**src/rtl/core/bla_pkg.sv**
```systemverilog
// Shared types and constants for the byte list append/remove block.
// Holds field widths, request and status codes and the controller state type.
// No dependencies.
package bla_pkg;

  localparam int VAL_W     = 8;
  localparam int STATUS_W  = 2;
  localparam int CNT_OUT_W = 5;
  localparam int POS_OUT_W = 4;

  typedef enum logic {
    REQ_APPEND = 1'b0,
    REQ_REMOVE = 1'b1
  } req_type_t;

  typedef enum logic [STATUS_W-1:0] {
    ST_DONE      = 2'd0,
    ST_FULL      = 2'd1,
    ST_NOT_FOUND = 2'd2
  } status_t;

  typedef enum logic [1:0] {
    S_IDLE,
    S_SEARCH,
    S_SHIFT,
    S_FINISH
  } state_t;

endpackage

```
**src/rtl/core/bla_req_if.sv**
```systemverilog
// Request channel: valid/ready handshake carrying one request word.
// Depends on bla_pkg for the byte width.
interface bla_req_if import bla_pkg::*; ();

  logic             valid;
  logic             ready;
  logic             req_type;
  logic [VAL_W-1:0] char_value;

  modport source (output valid, output req_type, output char_value, input ready);
  modport sink   (input valid, input req_type, input char_value, output ready);

endinterface

```
**src/rtl/core/bla_rsp_if.sv**
```systemverilog
// Response channel: valid/ready handshake carrying one result word.
// Depends on bla_pkg for the field widths.
interface bla_rsp_if import bla_pkg::*; ();

  logic                 valid;
  logic                 ready;
  logic [STATUS_W-1:0]  status;
  logic [CNT_OUT_W-1:0] entry_count;
  logic [POS_OUT_W-1:0] removed_position;

  modport source (output valid, output status, output entry_count,
                  output removed_position, input ready);
  modport sink   (input valid, input status, input entry_count,
                  input removed_position, output ready);

endinterface

```
**src/rtl/core/bla_ram.sv**
```systemverilog
// Generic simple dual-port RAM: one write port, one read port, registered read.
// No dependencies.
module bla_ram #(
  parameter int WIDTH = 8,
  parameter int DEPTH = 16
) (
  input  logic                     clk,
  input  logic                     wr_en,
  input  logic [$clog2(DEPTH)-1:0] wr_addr,
  input  logic [WIDTH-1:0]         wr_data,
  input  logic                     rd_en,
  input  logic [$clog2(DEPTH)-1:0] rd_addr,
  output logic [WIDTH-1:0]         rd_data
);

  logic [WIDTH-1:0] mem [DEPTH];

  always_ff @(posedge clk) begin
    if (wr_en) begin
      mem[wr_addr] <= wr_data;
    end
    if (rd_en) begin
      rd_data <= mem[rd_addr];
    end
  end

endmodule

```
**src/rtl/core/byte_list_append_remove_core.sv**
```systemverilog
// Byte list with append and remove of the last occurrence of a byte value.
// An append, a full append or a remove on an empty list goes straight to the
// finish state; a remove scans down from the top, and a match below the top
// then shifts the entries above it down by one place before the finish.
// One request at a time; the next word is taken the cycle after the result
// is registered. Synchronous reset empties the list; entry data is not cleared.
module byte_list_append_remove_core import bla_pkg::*; #(
  parameter int CAPACITY = 16
) (
  input logic       clk,
  input logic       rst,
  bla_req_if.sink   req,
  bla_rsp_if.source rsp
);

  localparam int AW = $clog2(CAPACITY);
  localparam int CW = $clog2(CAPACITY + 1);
  localparam int EW = CW + 1;

  state_t               state;
  state_t               state_next;
  logic [CW-1:0]        count;
  logic                 dec_count;
  logic [VAL_W-1:0]     val_reg;
  logic [AW-1:0]        scan_idx;
  logic [AW-1:0]        sh_idx;
  status_t              res_status;
  logic [AW-1:0]        res_pos;
  logic                 out_valid;
  status_t              out_status;
  logic [CNT_OUT_W-1:0] out_count;
  logic [POS_OUT_W-1:0] out_pos;

  logic                 wr_en;
  logic [AW-1:0]        wr_addr;
  logic [VAL_W-1:0]     wr_data;
  logic                 rd_en;
  logic [AW-1:0]        rd_addr;
  logic [VAL_W-1:0]     rd_data;

  logic accept;
  logic is_append;
  logic is_full;
  logic is_empty;
  logic match;
  logic at_top;
  logic shift_last;
  logic out_free;

  bla_ram #(
    .WIDTH (VAL_W),
    .DEPTH (CAPACITY)
  ) u_entries (
    .clk     (clk),
    .wr_en   (wr_en),
    .wr_addr (wr_addr),
    .wr_data (wr_data),
    .rd_en   (rd_en),
    .rd_addr (rd_addr),
    .rd_data (rd_data)
  );

  assign req.ready  = (state == S_IDLE);
  assign accept     = req.valid && req.ready;
  assign is_append  = (req.req_type == REQ_APPEND);
  assign is_full    = (count >= CW'(CAPACITY));
  assign is_empty   = (count == '0);
  assign match      = (rd_data == val_reg);
  // The match sits at the top of the list, so nothing above it has to move.
  assign at_top     = (EW'(scan_idx) + EW'(1) == EW'(count));
  assign shift_last = (EW'(sh_idx) + EW'(2) == EW'(count));
  assign out_free   = !out_valid || rsp.ready;

  assign rsp.valid            = out_valid;
  assign rsp.status           = out_status;
  assign rsp.entry_count      = out_count;
  assign rsp.removed_position = out_pos;

  always_comb begin
    state_next = state;
    case (state)
      S_IDLE: begin
        if (accept) begin
          if (!is_append && !is_empty) begin
            state_next = S_SEARCH;
          end else begin
            state_next = S_FINISH;
          end
        end
      end
      S_SEARCH: begin
        if (match) begin
          state_next = at_top ? S_FINISH : S_SHIFT;
        end else if (scan_idx == '0) begin
          state_next = S_FINISH;
        end
      end
      S_SHIFT: begin
        if (shift_last) begin
          state_next = S_FINISH;
        end
      end
      S_FINISH: begin
        if (out_free) begin
          state_next = S_IDLE;
        end
      end
      default: state_next = S_IDLE;
    endcase
  end

  // The scan walks down from the top, one read per cycle; the word compared in
  // a cycle is the one read in the previous cycle. The shift writes index i
  // while reading index i+2, so the two ports never touch the same entry.
  always_comb begin
    wr_en     = 1'b0;
    wr_addr   = '0;
    wr_data   = val_reg;
    rd_en     = 1'b0;
    rd_addr   = '0;
    dec_count = 1'b0;
    case (state)
      S_IDLE: begin
        if (accept) begin
          if (is_append && !is_full) begin
            wr_en   = 1'b1;
            wr_addr = count[AW-1:0];
            wr_data = req.char_value;
          end else if (!is_append && !is_empty) begin
            rd_en   = 1'b1;
            rd_addr = AW'(count - CW'(1));
          end
        end
      end
      S_SEARCH: begin
        if (match) begin
          if (at_top) begin
            dec_count = 1'b1;
          end else begin
            rd_en   = 1'b1;
            rd_addr = scan_idx + AW'(1);
          end
        end else if (scan_idx != '0) begin
          rd_en   = 1'b1;
          rd_addr = scan_idx - AW'(1);
        end
      end
      S_SHIFT: begin
        wr_en   = 1'b1;
        wr_addr = sh_idx;
        wr_data = rd_data;
        if (shift_last) begin
          dec_count = 1'b1;
        end else begin
          rd_en   = 1'b1;
          rd_addr = sh_idx + AW'(2);
        end
      end
      default: begin
      end
    endcase
  end

  always_ff @(posedge clk) begin
    if (rst) begin
      state     <= S_IDLE;
      count     <= '0;
      out_valid <= 1'b0;
    end else begin
      state <= state_next;
      if (accept && is_append && !is_full) begin
        count <= count + CW'(1);
      end else if (dec_count) begin
        count <= count - CW'(1);
      end
      if (state == S_FINISH && out_free) begin
        out_valid <= 1'b1;
      end else if (rsp.ready) begin
        out_valid <= 1'b0;
      end
    end
  end

  always_ff @(posedge clk) begin
    case (state)
      S_IDLE: begin
        if (accept) begin
          val_reg  <= req.char_value;
          scan_idx <= AW'(count - CW'(1));
          res_pos  <= '0;
          if (is_append) begin
            res_status <= is_full ? ST_FULL : ST_DONE;
          end else begin
            res_status <= is_empty ? ST_NOT_FOUND : ST_DONE;
          end
        end
      end
      S_SEARCH: begin
        if (match) begin
          res_pos <= scan_idx;
          sh_idx  <= scan_idx;
        end else if (scan_idx == '0) begin
          res_status <= ST_NOT_FOUND;
        end else begin
          scan_idx <= scan_idx - AW'(1);
        end
      end
      S_SHIFT: begin
        sh_idx <= sh_idx + AW'(1);
      end
      S_FINISH: begin
        if (out_free) begin
          out_status <= res_status;
          out_count  <= CNT_OUT_W'(count);
          out_pos    <= POS_OUT_W'(res_pos);
        end
      end
      default: begin
      end
    endcase
  end

`ifndef SYNTHESIS
  a_no_port_collision: assert property (@(posedge clk) disable iff (rst)
    !(wr_en && rd_en && (wr_addr == rd_addr)))
    else $error("entry read and written at the same address in one cycle");

  a_count_bounded: assert property (@(posedge clk) disable iff (rst)
    count <= CW'(CAPACITY))
    else $error("list count exceeds capacity");

  a_count_steps: assert property (@(posedge clk) disable iff (rst)
    (!$past(rst) && (count != $past(count))) |->
      ((count == $past(count) + CW'(1)) || (count == $past(count) - CW'(1))))
    else $error("list count changed by more than one");

  a_write_in_list: assert property (@(posedge clk) disable iff (rst)
    wr_en |-> (CW'(wr_addr) <= count))
    else $error("entry written beyond the end of the list");

  a_remove_shrinks: assert property (@(posedge clk) disable iff (rst)
    dec_count |=> (state == S_FINISH))
    else $error("count lowered outside the end of a remove");
`endif

endmodule
```
**src/flat_wrapper.sv**
```systemverilog
// flat-port wrapper written by rule: the top's interface ports become plain ports
module byte_list_append_remove_core_flat import bla_pkg::*;
#(
  parameter int CAPACITY = 16
)
  (clk, rst, req_valid, req_req_type, req_char_value, req_ready, rsp_valid, rsp_status, rsp_entry_count, rsp_removed_position, rsp_ready);
  bla_req_if req_i ();
  bla_rsp_if rsp_i ();
  input logic clk;
  input logic rst;
  input wire logic [$bits(req_i.valid)-1:0] req_valid;
  input wire logic [$bits(req_i.req_type)-1:0] req_req_type;
  input wire logic [$bits(req_i.char_value)-1:0] req_char_value;
  output wire logic [$bits(req_i.ready)-1:0] req_ready;
  output wire logic [$bits(rsp_i.valid)-1:0] rsp_valid;
  output wire logic [$bits(rsp_i.status)-1:0] rsp_status;
  output wire logic [$bits(rsp_i.entry_count)-1:0] rsp_entry_count;
  output wire logic [$bits(rsp_i.removed_position)-1:0] rsp_removed_position;
  input wire logic [$bits(rsp_i.ready)-1:0] rsp_ready;
  assign req_i.valid = req_valid;
  assign req_i.req_type = req_req_type;
  assign req_i.char_value = req_char_value;
  assign req_ready = req_i.ready;
  assign rsp_valid = rsp_i.valid;
  assign rsp_status = rsp_i.status;
  assign rsp_entry_count = rsp_i.entry_count;
  assign rsp_removed_position = rsp_i.removed_position;
  assign rsp_i.ready = rsp_ready;
  byte_list_append_remove_core #(.CAPACITY(CAPACITY)) u_core (.clk(clk), .rst(rst), .req(req_i), .rsp(rsp_i));
endmodule
```
**config.mk**
```make
export PLATFORM = sky130hd
export DESIGN_NAME = byte_list_append_remove_core_flat
export DESIGN_NICKNAME = d
export VERILOG_FILES = /design/src/rtl/core/bla_pkg.sv /design/src/rtl/core/bla_req_if.sv /design/src/rtl/core/bla_rsp_if.sv /design/src/rtl/core/bla_ram.sv /design/src/rtl/core/byte_list_append_remove_core.sv /design/src/flat_wrapper.sv
export SDC_FILE = /design/constraint.sdc
export NUM_CORES = 1
export LEC_CHECK = 0
export ABC_CLOCK_PERIOD_IN_PS = 3200
export BUFFER_PORTS_ARGS = -buffer_cell sky130_fd_sc_hd__buf_2
export CORE_MARGIN = 2
export CORE_UTILIZATION = 35
export DETAILED_ROUTE_END_ITERATION = 8
export GPL_TIMING_DRIVEN = 0
export HOLD_SLACK_MARGIN = 0.08
export PLACE_DENSITY = 0.57
export SKIP_CTS_REPAIR_TIMING = 1
export SLEW_MARGIN = 25
export SYNTH_ARGS = -nofsm -noshare
export SYNTH_HDL_FRONTEND = slang
export SYNTH_SLANG_ARGS = --single-unit
```
**constraint.sdc**
```tcl
create_clock -name clk -period 3.2 [get_ports clk]
set_input_delay 0.16 -clock clk [delete_from_list [all_inputs] [get_ports clk]]
set_output_delay 0.16 -clock clk [all_outputs]
set_load 0.02 [all_outputs]
```
# After elaboration in Yosys (flattened, before gate mapping)
# Memory sizes are Yosys's and may differ from the RTL's. A register that Yosys moved wholly into a read port is not among the register bits.
# Cells that the tools add are included.
dict set report totals {
  output_inout_bits 13
  register_bits 41
  input_bits 13
  mem_bits_rw 128
  wordCells 119
  memories 1
}
# name depth word_bits rd rd_clocked_by_memory_dff write_ports line
set memory_table {}
lappend memory_table {u_core.u_entries.mem 16 8 1 1 1 bla_ram.sv:16} ;# logic [WIDTH-1:0] mem [DEPTH];
dict set report classes {
  n_reduce_logical 25
  order_cmp 1
  n_eq_ne 14
  bitwise 1
  n_addsub 8
  n_mux 58
}
# cell n
set op_table {}
lappend op_table {{4-bit two-way mux} 14}
lappend op_table {{4-bit one-hot mux with 2 select lines} 4}
lappend op_table {{2-bit two-way mux} 11}
lappend op_table {{1-bit two-way mux} 18}
lappend op_table {{8-bit two-way mux} 2}
lappend op_table {{8-bit one-hot mux with 2 select lines} 1}
lappend op_table {{6-bit by 5-bit equality test with 1-bit output} 2}
lappend op_table {{4-bit one-hot mux with 3 select lines} 1}
lappend op_table {{4-bit AND reduction} 3}
lappend op_table {{5-bit two-way mux} 2}
lappend op_table {{4-bit by 1-bit adder with 4-bit output, second input constant} 2}
lappend op_table {{8-bit equality test} 1}
lappend op_table {{2-bit by 1-bit != test with 1-bit output, second input constant} 4}
lappend op_table {{2-bit one-hot mux with 4 select lines} 1}
lappend op_table {{2-bit nonzero test} 4}
lappend op_table {{1-bit logical AND} 6}
lappend op_table {{2-bit != test, second input constant} 3}
lappend op_table {{2-bit AND reduction} 3}
lappend op_table {{4-bit by 1-bit adder with 5-bit output, second input constant} 1}
lappend op_table {{4-bit by 2-bit adder with 5-bit output, second input constant} 1}
lappend op_table {{5-bit by 1-bit adder with 5-bit output, second input constant} 1}
lappend op_table {{5-bit greater-or-equal comparator, second input constant} 1}
lappend op_table {{5-bit zero test} 1}
lappend op_table {{5-bit by 1-bit subtractor with 5-bit output, second input constant} 1}
lappend op_table {{other kinds (15)} 19}

# Logic depth before layout (Yosys ltp)
dict set report depth {
  ltp_word 8
  mapped_depth 15
  ltp_nobuf 11
}

# By module
# From an unflattened synthesis, not the netlist that was laid out.
dict set report unflattened {
  hier_cells 482
  area_unflattened_um2 7835.0
}
# mod cells_per_inst instances seq_area_each_um2 area_each_um2
set modules_own_cells {}
lappend modules_own_cells {bla_ram 229 1 4083.9 5227.5}
lappend modules_own_cells {byte_list_append_remove_core 253 1 1151.1 2607.5}

# Worst setup path after synthesis
# Ideal clock, no wire load.
dict set report synth_timing {
  path_kind {reg2reg}
  startpoint {register u_core.scan_idx[0]}
  endpoint {register u_core.u_entries.rd_data[0], read port of u_core.u_entries.mem, data pin}
  slack_ps 265
  synth_period_minus_slack_ps 2935
  arrival_time_ps 2661
  n_path_buf 3
  t_required_ps 2926
  setup_time_ps 274
  stages_incl_launch_ff 13
  cell_sequence {edfxtp_1 -> clkbuf_1 -> inv_1 -> ha_1 -> xnor2_1 -> o2111ai_2 -> o2111ai_4 -> a21oi_2 -> buf_6 -> buf_6 -> mux2_1 -> o211ai_1 -> o211ai_1}
}
dict set report synth_via {
  elab_chain_len 5
  elab_cells_between_ends 13
  cone_classes {add/sub (3); eq/ne (1); mux (8); reduce/logical (1)}
}
# element line
set synth_rtl {}
lappend synth_rtl {{from (decl)} byte_list_append_remove_core.sv:25} ;# logic [AW-1:0] scan_idx;
lappend synth_rtl {{from (signal assigned)} byte_list_append_remove_core.sv:189} ;# scan_idx <= AW'(count - CW'(1));
lappend synth_rtl {{from (signal assigned)} byte_list_append_remove_core.sv:205} ;# scan_idx <= scan_idx - AW'(1);
lappend synth_rtl {{4-bit by 1-bit adder with 5-bit output} byte_list_append_remove_core.sv:70} ;# assign at_top = (EW'(scan_idx) + EW'(1) == EW'(count));
lappend synth_rtl {{6-bit by 5-bit equality test with 1-bit output} byte_list_append_remove_core.sv:70}
lappend synth_rtl {{4-bit two-way mux / 1-bit two-way mux (equally long branches)} byte_list_append_remove_core.sv:137} ;# if (at_top) begin
lappend synth_rtl {{4-bit two-way mux / 1-bit two-way mux (equally long branches)} byte_list_append_remove_core.sv:136} ;# if (match) begin
lappend synth_rtl {{4-bit one-hot mux with 3 select lines / 1-bit one-hot mux with 3 select lines (equally long branches)} byte_list_append_remove_core.sv:122} ;# case (state)
lappend synth_rtl {{to (decl)} bla_ram.sv:13} ;# output logic [WIDTH-1:0] rd_data
# Several ways; a longest one is shown, not always the timed one.
# A chain may end at the register's enable or synchronous reset.

# Worst setup path after layout
dict set report layout_timing {
  startpoint {register u_core.sh_idx[2]}
  endpoint {register u_core.u_entries.rd_data[5], read port of u_core.u_entries.mem, data pin}
}
dict set report layout_via {
  elab_chain_len 4
  elab_cells_between_ends 7
  cone_classes {add/sub (2); eq/ne (1); mux (4)}
}
# element line
set layout_rtl {}
lappend layout_rtl {{from (decl)} byte_list_append_remove_core.sv:26} ;# logic [AW-1:0] sh_idx;
lappend layout_rtl {{from (signal assigned)} byte_list_append_remove_core.sv:201} ;# sh_idx <= scan_idx;
lappend layout_rtl {{from (signal assigned)} byte_list_append_remove_core.sv:209} ;# sh_idx <= sh_idx + AW'(1);
lappend layout_rtl {{4-bit by 2-bit adder with 5-bit output} byte_list_append_remove_core.sv:71} ;# assign shift_last = (EW'(sh_idx) + EW'(2) == EW'(count));
lappend layout_rtl {{6-bit by 5-bit equality test with 1-bit output} byte_list_append_remove_core.sv:71}
lappend layout_rtl {{4-bit two-way mux / 1-bit two-way mux (equally long branches)} byte_list_append_remove_core.sv:152} ;# if (shift_last) begin
lappend layout_rtl {{4-bit one-hot mux with 3 select lines / 1-bit one-hot mux with 3 select lines (equally long branches)} byte_list_append_remove_core.sv:122}
# Several ways; a longest one is shown, not always the timed one.

==> impl_metrics.ini <==
[synth]
syn-num-nets = 671
ys_ff_latch = 177
synth_area_mm2 = 0.00826
async_flop_share_pct = 0
synth_ff_type = edfxtp_1
ys_seq_area_share_pct = 63.4
synth_cell_types = 66
syn_inst = 647
ys_warn_count = 0
avgSynthCellArea_um2 = 12.8
synth-edff-count = 169

[floorplan]
start_util_pct = 35.4
io_pins = 26
num_rows = 56
die-area_mm2 = 0.0248
fp.dieH_um = 158
core_mm2 = 0.0233
die_w_um = 158

[setup_path]
cp.arrival_ns = 3.42
crit_path_end_kind = register
cpPeakStageDelay_ns = 0.50
cp.required_ns = 3.37
critPathLaunchType = register
r2r_cells = 11
startpoint = u_core.sh_idx[2]
cp_max_fo = 10
cp_slowest_cell = edfxtp_1
crit_family = compound AO/OA/AOI/OAI gates
r2r_start = u_core.sh_idx[2]
crit_buf_inv = 2
cp_cell_sequence = ha_4 > xor2_1 > nor3_2 > o22ai_2 > o21ba_4 > a21oi_4 > buf_4 > buf_6 > a211o_1 > a32oi_2 > o211ai_1
cp.depth = 11
worstSetupPathType = reg2reg

[sta]
slew_viol_final = 0
setup-violations-final = 6
setup_tns_ns = -0.162
max_freq_ghz = 0.308
min_period_ns = 3.25
layout_worst_path_cycle_share_pct = 101
finalWorstSetupSlack_ns = -0.0455
hold_viol_final = 0
relSlewSlack_pct = 31.1
rsz0062_at_grt = yes
worst_pin_slew_ns = 1.03
finalClockSkew_ns = 0.0118

[routing]
drtAntennaViolNets = 0
num_vias = 5748
vias_per_cell = 5.47
wire_per_inst_um = 20.1
wl_um = 21100
drc = 0
drtIter0Drc = 491
drtPass1Iterations = 5

[worst_hold_path]
min_path_type = in2reg
whs_path_depth = 4
min-delay-start = rsp_ready

[placed_design]
gp_congestion = 0.894
dp_hpwl_um = 14500
io_buffers = 24
dp.cells = 990

[cts]
cts.htree.levels = 4
cts_tree = yes
insertion_delay_ns = 0.44
clkSinkCount = 177
cts.path.max_buffers = 2
ctsRootBufferMaster = clkbuf_16
numCtsBuffers = 17
clk_pin_slew_worst_paths_ns = 0.08

[finish]
num_antenna_cells = 0
nets = 743
layout_common_cells = 169 x edfxtp_1, 51 x nor2_1, 42 x nand2_1
fin_cells = 1051
drive_gt1_share_pct = 25.3
area_delta_synth_final_pct = 21.9
multiInputGateArea_mm2 = 0.00301
layout_commonest_cell = edfxtp_1
largest_reg_flops = 128
seqCellArea_mm2 = 0.00524
n_fill_cell = 2126

[power]
ir_drop_mv = 0.447
p_total_uw = 10300
pwr_density_cell_mw_per_mm2 = 1030
p_leak_uw = 0.00345

[flow_run]
cap_viol_max_count = 0

[grt]
grt_pass1_wl_um = 31700
grt_antenna_before_repair = 0
grt_remaining_overflow = 0
gr-usage-all-layers_pct = 17.1
grt_max_degree = 20
grt_pass1_vias = 5627

[outcome]
run_status = finished with violations
violations = negative setup slack
-- report_power, final --
part / total (uW) / internal, uW / switching (uW)
logic: 4690 / 1850 / 2850
clock network: 2150 / 1130 / 1020
registers: 3500 / 3310 / 190
total: 10300 / 6280 / 4050
-- Yosys cell counts (2+ instances only) --
master / number / area, um^2
o22ai_1: 2 / 12.5
nand3_1: 4 / 20.0
a21boi_0: 3 / 22.5
buf_2: 15 / 75.1
nor3_1: 13 / 65.1
buf_6: 6 / 67.6
mux2i_1: 4 / 40.0
nand4_1: 5 / 31.3
and2_1: 3 / 18.8
nand3b_1: 11 / 82.6
o31ai_1: 9 / 67.6
o211ai_1: 40 / 300
edfxtp_1: 169 / 5070
a222oi_1: 9 / 90.1
o311ai_0: 2 / 17.5
or2_2: 3 / 18.8
nand2b_1: 8 / 50.1
buf_1: 2 / 7.51
mux2_2: 15 / 169
inv_1: 21 / 78.8
xnor2_1: 18 / 158
nor2_1: 63 / 236
ha_1: 11 / 138
buf_4: 5 / 37.5
nand2_1: 43 / 161
o21ai_1: 4 / 20.0
a31oi_1: 6 / 37.5
a21oi_1: 24 / 120
o21ai_0: 19 / 95.1
xor2_1: 7 / 61.3
dfxtp_1: 8 / 160
a211o_1: 15 / 131
nor2b_1: 23 / 144
clkbuf_1: 16 / 60.1
a211oi_1: 3 / 22.5
a32oi_1: 8 / 70.1
-- routing by layer --
| layer | track usage (%) | up-vias | share of wire [%] |
|---|---|---|---|
| met5 | 0 | - | 0 |
| met4 | 6.62 | 0 | 3.3 |
| met3 | 3.48 | 41 | 5.1 |
| met2 | 29.1 | 207 | 50 |
| met1 | 21.3 | 2888 | 42 |
| li1 | - | 2612 | - |
-- worst min-delay path, stage by stage --
cell and delay, ns:
buf_2 0.08, nor2b_1 0.07, nor2_1 0.12, nor2_1 0.05
-- area by class of cell --
type | instances | area share [%]
Clock buffer | 17 | 4.22
Multi-Input combinational cell | 405 | 29.9
Sequential cell | 177 | 52.0
Inverter | 21 | 0.857
Buffer | 42 | 3.08
Tap cell | 319 | 3.96
Clock inverter | 15 | 1.88
Timing Repair Buffer | 55 | 4.05
-- worst paths after layout --
check                                    to  slack [ns]
max reg2reg     u_core.u_entries.rd_data[5]       -0.05
min                        u_core.rsp.valid        0.09
max             u_core.u_entries.rd_data[5]       -0.05
min reg2reg  u_core.rsp.removed_position[0]        0.42
-- logic make-up (layout without fill, tap and decap cells) --
| group | Yosys count | after routing | synth area share, % |
|---|---|---|---|
| AO/OA/AOI/OAI | 166 | 166 | 15.0 |
| XOR/XNOR | 25 | 25 | 2.65 |
| adder cells (fa/ha/maj) | 11 | 11 | 1.67 |
| buffers and inverters | 65 | 150 | 3.95 |
| flip-flops | 177 | 177 | 63.4 |
| multiplexers | 20 | 20 | 2.67 |
| AND/OR/NAND/NOR | 183 | 183 | 10.7 |
-- through the flow --
stage | cell area [um^2] | hold slack [ns] | worst slack, ns | utilization (%)
finish | 10100 | 0.0935 | -0.0455 | 43.2
global route | 10100 | 0.123 | -0.119 | 43.2
CTS | 9390 | -0.107 | -0.631 | 40.3
detailed placement | 8780 | 0.354 | -0.612 | 37.6
global placement | 8780 | 0.355 | -0.534 | 37.6
floorplan | 8260 | 0.259 | 0.265 | -
Power figures use the tool's default switching activity.
